===== src/rtl/core/gzfp_pkg.sv =====
package gzfp_pkg;

    // parse phases of one gzip member
    typedef enum logic [2:0] {
        PH_HEADER,
        PH_XLEN,
        PH_EXTRA,
        PH_NAME,
        PH_COMMENT,
        PH_HCRC,
        PH_PAYLOAD,
        PH_TRAILER
    } phase_t;

    // byte classes
    localparam logic [1:0] CLS_HEADER  = 2'd0;
    localparam logic [1:0] CLS_PAYLOAD = 2'd1;
    localparam logic [1:0] CLS_TRAILER = 2'd2;
    localparam logic [1:0] CLS_DROP    = 2'd3;

    // error codes
    localparam logic [2:0] ERR_OK     = 3'd0;
    localparam logic [2:0] ERR_ID1    = 3'd1;
    localparam logic [2:0] ERR_ID2    = 3'd2;
    localparam logic [2:0] ERR_METHOD = 3'd3;
    localparam logic [2:0] ERR_RSVD   = 3'd4;
    localparam logic [2:0] ERR_XFL    = 3'd5;
    localparam logic [2:0] ERR_ISIZE  = 3'd6;

    // header constants
    localparam logic [7:0] GZ_ID1       = 8'd31;
    localparam logic [7:0] GZ_ID2       = 8'd139;
    localparam logic [7:0] GZ_CM        = 8'd8;
    localparam logic [7:0] GZ_RSVD_MASK = 8'he0;
    localparam logic [7:0] GZ_XFL_MAX   = 8'd2;
    localparam logic [7:0] GZ_XFL_FAST  = 8'd4;

    // flag bit positions within the kept FLG bits
    localparam int FLG_HCRC    = 1;
    localparam int FLG_EXTRA   = 2;
    localparam int FLG_NAME    = 3;
    localparam int FLG_COMMENT = 4;

    typedef struct packed {
        logic [7:0]  data_byte;
        logic        payload_end;
        logic [31:0] inflated_size;
    } item_t;

    typedef struct packed {
        logic [1:0] byte_class;
        logic [7:0] data_out;
        logic       member_done;
        logic [2:0] error_code;
    } result_t;

    typedef struct packed {
        phase_t      phase;
        logic [15:0] byte_count;
        logic [4:0]  member_flags;
        logic [15:0] extra_length;
        logic [31:0] expected_size;
        logic [31:0] trailer_size;
        logic [2:0]  error_latch;
    } state_t;

    // first phase that applies after the one just finished
    function automatic phase_t next_phase(phase_t done, logic [4:0] flags,
                                          logic [15:0] xlen);
        phase_t p;
        if (done < PH_XLEN && flags[FLG_EXTRA])
            p = PH_XLEN;
        else if (done < PH_EXTRA && flags[FLG_EXTRA] && xlen != 16'd0)
            p = PH_EXTRA;
        else if (done < PH_NAME && flags[FLG_NAME])
            p = PH_NAME;
        else if (done < PH_COMMENT && flags[FLG_COMMENT])
            p = PH_COMMENT;
        else if (done < PH_HCRC && flags[FLG_HCRC])
            p = PH_HCRC;
        else
            p = PH_PAYLOAD;
        return p;
    endfunction

endpackage


===== src/rtl/core/gzip_member_frame_parser.sv =====
// channel  | valid         | stall         | payload (packed struct)
// ---------+---------------+---------------+-------------------------------------------
// item     | item_valid    | item_stall    | item   : data_byte, payload_end, inflated_size
// result   | result_valid  | result_stall  | result : byte_class, data_out, member_done,
//          |               |               |          error_code
//
// one beat in, one beat out; a beat is taken each cycle item_stall is low, its result showing
// the next cycle; each byte takes one pass through the phase logic into the result register
// rst_n clears the phase, counters, size and error state and empties the result register
// item_stall rises only while a result is held and result_stall is high
// an error sticks until reset; every later beat comes out as dropped with the error code

module gzip_member_frame_parser (
    input  logic              clk,
    input  logic              rst_n,
    input  logic              item_valid,
    output logic              item_stall,
    input  gzfp_pkg::item_t   item,
    output logic              result_valid,
    input  logic              result_stall,
    output gzfp_pkg::result_t result
);

    gzfp_pkg::state_t  state_reg;
    gzfp_pkg::state_t  state_next;
    gzfp_pkg::result_t step_res;
    logic              accept;
    logic              out_busy;

    assign item_stall = out_busy;
    assign accept     = item_valid && !out_busy;

    // per-beat phase logic
    gzfp_step u_step (
        .st      (state_reg),
        .item    (item),
        .st_next (state_next),
        .res     (step_res)
    );

    // parser state, advanced once per accepted beat
    always_ff @(posedge clk or negedge rst_n)
    begin
        if (!rst_n)
        begin
            state_reg.phase         <= gzfp_pkg::PH_HEADER;
            state_reg.byte_count    <= '0;
            state_reg.member_flags  <= '0;
            state_reg.extra_length  <= '0;
            state_reg.expected_size <= '0;
            state_reg.trailer_size  <= '0;
            state_reg.error_latch   <= gzfp_pkg::ERR_OK;
        end
        else if (accept)
        begin
            state_reg <= state_next;
        end
    end

    // result register, decouples the two sides
    gzfp_out_reg u_out (
        .clk          (clk),
        .rst_n        (rst_n),
        .load         (accept),
        .res_in       (step_res),
        .busy         (out_busy),
        .result_valid (result_valid),
        .result_stall (result_stall),
        .result       (result)
    );

endmodule


===== src/rtl/core/gzfp_step.sv =====
module gzfp_step (
    input  gzfp_pkg::state_t  st,
    input  gzfp_pkg::item_t   item,
    output gzfp_pkg::state_t  st_next,
    output gzfp_pkg::result_t res
);

    logic [15:0] bc_inc;
    logic [15:0] xlen_full;
    logic [31:0] tsz;
    logic [7:0]  b;

    always_comb
    begin
        b         = item.data_byte;
        bc_inc    = st.byte_count + 16'd1;
        xlen_full = {b, st.extra_length[7:0]};
        tsz       = st.trailer_size;
        if (st.byte_count >= 16'd4)
        begin
            tsz[{st.byte_count[1:0], 3'b000} +: 8] = b;
        end

        st_next         = st;
        res.byte_class  = gzfp_pkg::CLS_DROP;
        res.data_out    = item.payload_end ? 8'h00 : b;
        res.member_done = 1'b0;

        if (st.error_latch != gzfp_pkg::ERR_OK)
        begin
            // sticky error: drop everything
        end
        else if (item.payload_end)
        begin
            if (st.phase == gzfp_pkg::PH_PAYLOAD)
            begin
                st_next.expected_size = item.inflated_size;
                st_next.trailer_size  = '0;
                st_next.byte_count    = '0;
                st_next.phase         = gzfp_pkg::PH_TRAILER;
            end
        end
        else
        begin
            unique case (st.phase)
                gzfp_pkg::PH_HEADER:
                begin
                    res.byte_class = gzfp_pkg::CLS_HEADER;
                    unique case (st.byte_count)
                        16'd0:
                            if (b != gzfp_pkg::GZ_ID1)
                                st_next.error_latch = gzfp_pkg::ERR_ID1;
                        16'd1:
                            if (b != gzfp_pkg::GZ_ID2)
                                st_next.error_latch = gzfp_pkg::ERR_ID2;
                        16'd2:
                            if (b != gzfp_pkg::GZ_CM)
                                st_next.error_latch = gzfp_pkg::ERR_METHOD;
                        16'd3:
                        begin
                            if ((b & gzfp_pkg::GZ_RSVD_MASK) != 8'h00)
                                st_next.error_latch = gzfp_pkg::ERR_RSVD;
                            st_next.member_flags = b[4:0];
                        end
                        16'd8:
                            if (b != gzfp_pkg::GZ_XFL_MAX && b != gzfp_pkg::GZ_XFL_FAST)
                                st_next.error_latch = gzfp_pkg::ERR_XFL;
                        default:
                        begin
                        end
                    endcase
                    if (st.byte_count >= 16'd9)
                    begin
                        st_next.extra_length = '0;
                        st_next.byte_count   = '0;
                        st_next.phase = gzfp_pkg::next_phase(gzfp_pkg::PH_HEADER,
                                                             st.member_flags, 16'd0);
                    end
                    else
                    begin
                        st_next.byte_count = bc_inc;
                    end
                end
                gzfp_pkg::PH_XLEN:
                begin
                    res.byte_class = gzfp_pkg::CLS_HEADER;
                    if (st.byte_count == 16'd0)
                    begin
                        st_next.extra_length = {8'h00, b};
                        st_next.byte_count   = 16'd1;
                    end
                    else
                    begin
                        st_next.extra_length = xlen_full;
                        st_next.byte_count   = '0;
                        st_next.phase = gzfp_pkg::next_phase(gzfp_pkg::PH_XLEN,
                                                             st.member_flags, xlen_full);
                    end
                end
                gzfp_pkg::PH_EXTRA:
                begin
                    res.byte_class     = gzfp_pkg::CLS_HEADER;
                    st_next.byte_count = bc_inc;
                    if (bc_inc >= st.extra_length)
                    begin
                        st_next.byte_count = '0;
                        st_next.phase = gzfp_pkg::next_phase(gzfp_pkg::PH_EXTRA,
                                                             st.member_flags,
                                                             st.extra_length);
                    end
                end
                gzfp_pkg::PH_NAME, gzfp_pkg::PH_COMMENT:
                begin
                    res.byte_class = gzfp_pkg::CLS_HEADER;
                    if (b == 8'h00)
                    begin
                        st_next.byte_count = '0;
                        st_next.phase = gzfp_pkg::next_phase(st.phase, st.member_flags,
                                                             st.extra_length);
                    end
                end
                gzfp_pkg::PH_HCRC:
                begin
                    res.byte_class = gzfp_pkg::CLS_HEADER;
                    if (st.byte_count == 16'd0)
                    begin
                        st_next.byte_count = 16'd1;
                    end
                    else
                    begin
                        st_next.byte_count = '0;
                        st_next.phase = gzfp_pkg::next_phase(gzfp_pkg::PH_HCRC,
                                                             st.member_flags,
                                                             st.extra_length);
                    end
                end
                gzfp_pkg::PH_PAYLOAD:
                begin
                    res.byte_class = gzfp_pkg::CLS_PAYLOAD;
                end
                gzfp_pkg::PH_TRAILER:
                begin
                    res.byte_class       = gzfp_pkg::CLS_TRAILER;
                    st_next.trailer_size = tsz;
                    if (st.byte_count >= 16'd7)
                    begin
                        if (tsz == st.expected_size)
                            res.member_done = 1'b1;
                        else
                            st_next.error_latch = gzfp_pkg::ERR_ISIZE;
                        st_next.phase      = gzfp_pkg::PH_HEADER;
                        st_next.byte_count = '0;
                    end
                    else
                    begin
                        st_next.byte_count = bc_inc;
                    end
                end
            endcase
        end

        res.error_code = st_next.error_latch;
    end

endmodule


===== src/rtl/core/gzfp_out_reg.sv =====
module gzfp_out_reg (
    input  logic              clk,
    input  logic              rst_n,
    input  logic              load,
    input  gzfp_pkg::result_t res_in,
    output logic              busy,
    output logic              result_valid,
    input  logic              result_stall,
    output gzfp_pkg::result_t result
);

    logic              valid_reg;
    logic              valid_next;
    gzfp_pkg::result_t data_reg;

    // full and not being taken this cycle
    assign busy = valid_reg && result_stall;

    always_comb
    begin
        valid_next = valid_reg;
        if (load)
            valid_next = 1'b1;
        else if (!result_stall)
            valid_next = 1'b0;
    end

    always_ff @(posedge clk or negedge rst_n)
    begin
        if (!rst_n)
            valid_reg <= 1'b0;
        else
            valid_reg <= valid_next;
    end

    always_ff @(posedge clk)
    begin
        if (load)
            data_reg <= res_in;
    end

    assign result_valid = valid_reg;
    assign result       = data_reg;

endmodule


===== config.mk =====
export PLATFORM = sky130hd
export DESIGN_NAME = gzip_member_frame_parser
export DESIGN_NICKNAME = d
export VERILOG_FILES = /design/src/rtl/core/gzfp_pkg.sv /design/src/rtl/core/gzip_member_frame_parser.sv /design/src/rtl/core/gzfp_step.sv /design/src/rtl/core/gzfp_out_reg.sv
export SDC_FILE = /design/constraint.sdc
export NUM_CORES = 1
export LEC_CHECK = 0
export BUFFER_PORTS_ARGS = -buffer_cell sky130_fd_sc_hd__clkbuf_2
export CAP_MARGIN = 20
export CORE_MARGIN = 2
export CORE_UTILIZATION = 61
export DETAILED_ROUTE_END_ITERATION = 10
export GPL_TIMING_DRIVEN = 0
export PLACE_DENSITY = 0.86
export SYNTH_ARGS = -nofsm -noshare
export SYNTH_HDL_FRONTEND = slang
export SYNTH_SLANG_ARGS = --single-unit

===== constraint.sdc =====
create_clock -name clk -period 4.7 [get_ports clk]
set_input_delay 0.94 -clock clk [delete_from_list [all_inputs] [get_ports clk]]
set_output_delay 0.94 -clock clk [all_outputs]
set_load 0.02 [all_outputs]

==> flow_summary.json <==
{
  "reg2reg_to": "state_reg[98]",
  "timing.critical_path.cells": "ha_1 > clkbuf_1 > and3_1 > and3_1 > and3_1 > nand3_1 > xnor2_1 > ha_1 > nand4_1 > nor2_1 > o21ai_0 > o21bai_1 > a21o_1 > clkbuf_1 > o21ai_0 > a21o_1",
  "critical-path-top-cell-by-count": "sky130_fd_sc_hd__and3_1",
  "fin_cells": 1029,
  "fp.coreArea_mm2": 0.01191,
  "placedInstanceArea_mm2": 0.007881,
  "initial_core_util": 0.6207,
  "cts-root-buf": "sky130_fd_sc_hd__clkbuf_16",
  "number_of_warnings_printed_during_yosys_synthesis": 0,
  "min_to": "state_reg[81]",
  "count_of_flip_flops_with_a_built_in_enable_after_synthesis": 14,
  "relSlewSlack": 0.3320,
  "crit_fanout": 10,
  "critPathArrivalTime_ps": 4750,
  "finalWirelength_um": 22620,
  "grt_use_total": 0.3621,
  "clkSlewWorstSetupHoldPaths_ps": 60,
  "netlist_top_cells_count": "107 x sky130_fd_sc_hd__dfrtp_1, 70 x sky130_fd_sc_hd__nand2_1, 46 x sky130_fd_sc_hd__inv_1, 46 x sky130_fd_sc_hd__nor2_1, 45 x sky130_fd_sc_hd__o21ai_0",
  "grt_max_degree": 108,
  "static_power_due_to_leakage_nw": 3.874,
  "final.period_utilization": 0.9435,
  "cts-htree-levels": 4,
  "crit_slowest_cell": "sky130_fd_sc_hd__clkbuf_1",
  "routed_via_density": 6.767,
  "critical_path_class": "flop to flop",
  "antenna_cells": 0,
  "seq_area_frac_synth": 0.4190,
  "post_cts_resize_count": 0,
  "timing.critical_path.buf_inv": 2,
  "synth_cell_type_count": 68,
  "power_density_mw_per_mm2": 531.6,
  "synth_flop_cell": "sky130_fd_sc_hd__dfrtp_1",
  "critPathCaptureType": "flop",
  "detail-route-antenna-nets": 0,
  "irDropWorstVdd_uv": 340.5,
  "timing.hold.worst.class": "flop to flop",
  "detailedPlacementHpwl_um": 15860,
  "yosys-top-cells-area": "sky130_fd_sc_hd__dfrtp_1 36%, sky130_fd_sc_hd__edfxtp_1 5.7%, sky130_fd_sc_hd__mux2_2 5.2%, sky130_fd_sc_hd__a22o_1 4.9%, sky130_fd_sc_hd__ha_1 3.6%",
  "synth.cell_area_mm2": 0.007393,
  "drt-wirelength-per-cell_um": 21.99,
  "status": "complete, no violations",
  "tritoncts_num_sinks": 121,
  "die-height_um": 114.1,
  "achievable-frequency_mhz": 225.5,
  "met3_wirelength_um": 2105,
  "globalRouteOverflowTotal": 0,
  "crit_path_start_kind": "flop",
  "wl_met2_um": 10450,
  "required_ps": 5020,
  "crit_family": "simple AND/OR/NAND/NOR gates",
  "grt_first_pass_wirelength_um": 35940,
  "cts-hold-fix-buffers": 0,
  "number_of_max_slew_violations_in_the_final_report": 0,
  "vias": 6963,
  "summed_area_of_non_filler_cells_in_the_final_layout_mm2": 0.008487,
  "setup_violations": 0,
  "async_reset_ff_frac": 0.8843,
  "area_delta_synth_final_pct": 14.79,
  "average_cell_area_after_synthesis_um2": 9.347,
  "synthDominantCellAreaShare": 0.3622,
  "syn-num-nets": 857,
  "die_x_um": 114.1,
  "worstHoldPathCells": 2,
  "drt_iter0_drc": 1010,
  "placed_cells_incl_taps": 996,
  "totalPowerFinal_mw": 4.511,
  "io_buffer_count": 57,
  "post-synth-top-count-cell": "sky130_fd_sc_hd__dfrtp_1",
  "count_of_pins_on_the_block_boundary": 61,
  "post-route-min-period_ps": 4435,
  "first_global_vias": 6811,
  "final_nets": 935,
  "worstRegToRegCells": 16,
  "dr.pass1.iters": 7,
  "number_of_antenna_violations_at_the_first_check_in_global_routing": 0,
  "drc_errors": 0,
  "finalCoreUtilization": 0.7125,
  "timing.rr.start": "state_reg[88]",
  "maxCapViolCount": 0,
  "report.final.hold_viol_count": 0,
  "top_signal_layer_used": "met4",
  "post-cts-setup-buffers": 0,
  "dieArea_mm2": 0.01302,
  "timing.critical_path.slowest_cell_delay_ps": 470,
  "clock-skew-final_ps": 8.276,
  "min_from": "state_reg[81]",
  "final_layout_size_suffix_gt1_frac": 0.1599,
  "clock_path_buffers": 2,
  "synthCells": 791,
  "postSynthRegisterBits": 121,
  "num_rows": 40,
  "gp_congestion": 1.017,
  "setup.reg_to_reg.worst_slack_ps": 270,
  "cts_inserted_buffers": 17,
  "worst_slew_pin_slew_ps": 999.8,
  "clk_latency_ps": 430,
  "largest_reg_flops": 106,
  "route.layer.met1.wl_um": 9084,
  "tritoncts": "yes",
  "synthDominantAreaCellType": "sky130_fd_sc_hd__dfrtp_1"
}
## layout by cell type (no fill, tap or decap), types with 4 or more instances in the layout
master	n
sky130_fd_sc_hd__or4_1	5
sky130_fd_sc_hd__clkbuf_2	58
sky130_fd_sc_hd__xnor2_1	8
sky130_fd_sc_hd__o21a_1	5
sky130_fd_sc_hd__nor3_1	17
sky130_fd_sc_hd__nor4_1	14
sky130_fd_sc_hd__o22ai_1	16
sky130_fd_sc_hd__a22oi_1	7
sky130_fd_sc_hd__clkinv_2	4
sky130_fd_sc_hd__inv_1	46
sky130_fd_sc_hd__a21o_1	17
sky130_fd_sc_hd__and3_1	14
sky130_fd_sc_hd__or3_1	5
sky130_fd_sc_hd__clkbuf_1	37
sky130_fd_sc_hd__a221oi_1	7
sky130_fd_sc_hd__a22o_1	41
sky130_fd_sc_hd__a21oi_1	29
sky130_fd_sc_hd__nand4_1	15
sky130_fd_sc_hd__clkbuf_8	4
sky130_fd_sc_hd__o211ai_1	4
sky130_fd_sc_hd__nand2_1	70
sky130_fd_sc_hd__ha_1	21
sky130_fd_sc_hd__dfrtp_1	107
sky130_fd_sc_hd__edfxtp_1	14
sky130_fd_sc_hd__o21ai_0	45
sky130_fd_sc_hd__mux2_2	34
sky130_fd_sc_hd__nand3_1	33
sky130_fd_sc_hd__nand2b_1	9
sky130_fd_sc_hd__nor2_1	46
sky130_fd_sc_hd__xor2_1	19
sky130_fd_sc_hd__a31oi_1	11
sky130_fd_sc_hd__a211oi_1	9
sky130_fd_sc_hd__clkbuf_16	18
sky130_fd_sc_hd__nor2b_1	12
sky130_fd_sc_hd__nor3b_1	11
## routing by layer
layer | GRT usage | vias to the layer above
met3 | 0.1117 | 90
met2 | 0.5587 | 403
li1 | - | 3110
met1 | 0.4642 | 3360
met5 | 0 | -
met4 | 0.1805 | 0
## worst min-delay path: cells and delay by family, from the launching register on
family	cells	cell delay (ps)
AO/OA/AOI/OAI	1	60
flip-flops	1	340
AND/OR/NAND/NOR	1	40
## report_power, final
group | internal [mW] | total [mW] | switching (mW)
Sequential | 1.30 | 1.58 | 0.282
Combinational | 0.672 | 1.62 | 0.945
Clock | 0.849 | 1.32 | 0.466
## worst max-delay path by stage
stage                             start             end  depth (start not counted)
after global routing      state_reg[88]   state_reg[97]                         16
after floorplan           state_reg[88]  state_reg[106]                         15
after detailed placement  state_reg[89]   state_reg[97]                         16
after CTS                 state_reg[88]   state_reg[95]                         17
after global placement    state_reg[89]   state_reg[98]                         16
final                     state_reg[88]   state_reg[98]                         16
## stage by stage
stage               TNS [ps]  worst slack, ps  hold WS (ps)
CTS                        0            333.0         482.2
global placement           0            534.2         462.5
global route          -4.146           -4.146         523.3
detailed placement         0            440.1         470.6
floorplan                  0             1122         449.8
finish                     0            265.4         478.7
## area by class of cell
type | instances | area [um^2]
buffer | 43 | 188.9
clock buffer | 25 | 506.7
clock inverter | 7 | 87.58
fill | 927 | 3425
inverter | 46 | 172.7
multi-input combinational | 581 | 3940
sequential | 121 | 3098
tap | 147 | 183.9
timing repair buffer | 59 | 309.0
## cell families (layout without fill, tap and decap cells)
| group | count (synthesis) | in the layout | synth area share |
|---|---|---|---|
| buffers and inverters | 89 | 180 | 0.04874 |
| multiplexers | 35 | 35 | 0.05314 |
| XOR/XNOR | 27 | 27 | 0.03199 |
| adder cells (fa/ha/maj) | 21 | 21 | 0.03554 |
| flip-flops | 121 | 121 | 0.4190 |
| AO/OA/AOI/OAI | 229 | 229 | 0.2217 |
| AND/OR/NAND/NOR | 269 | 269 | 0.1899 |
No activity file was read; power rests on OpenSTA's default activity.
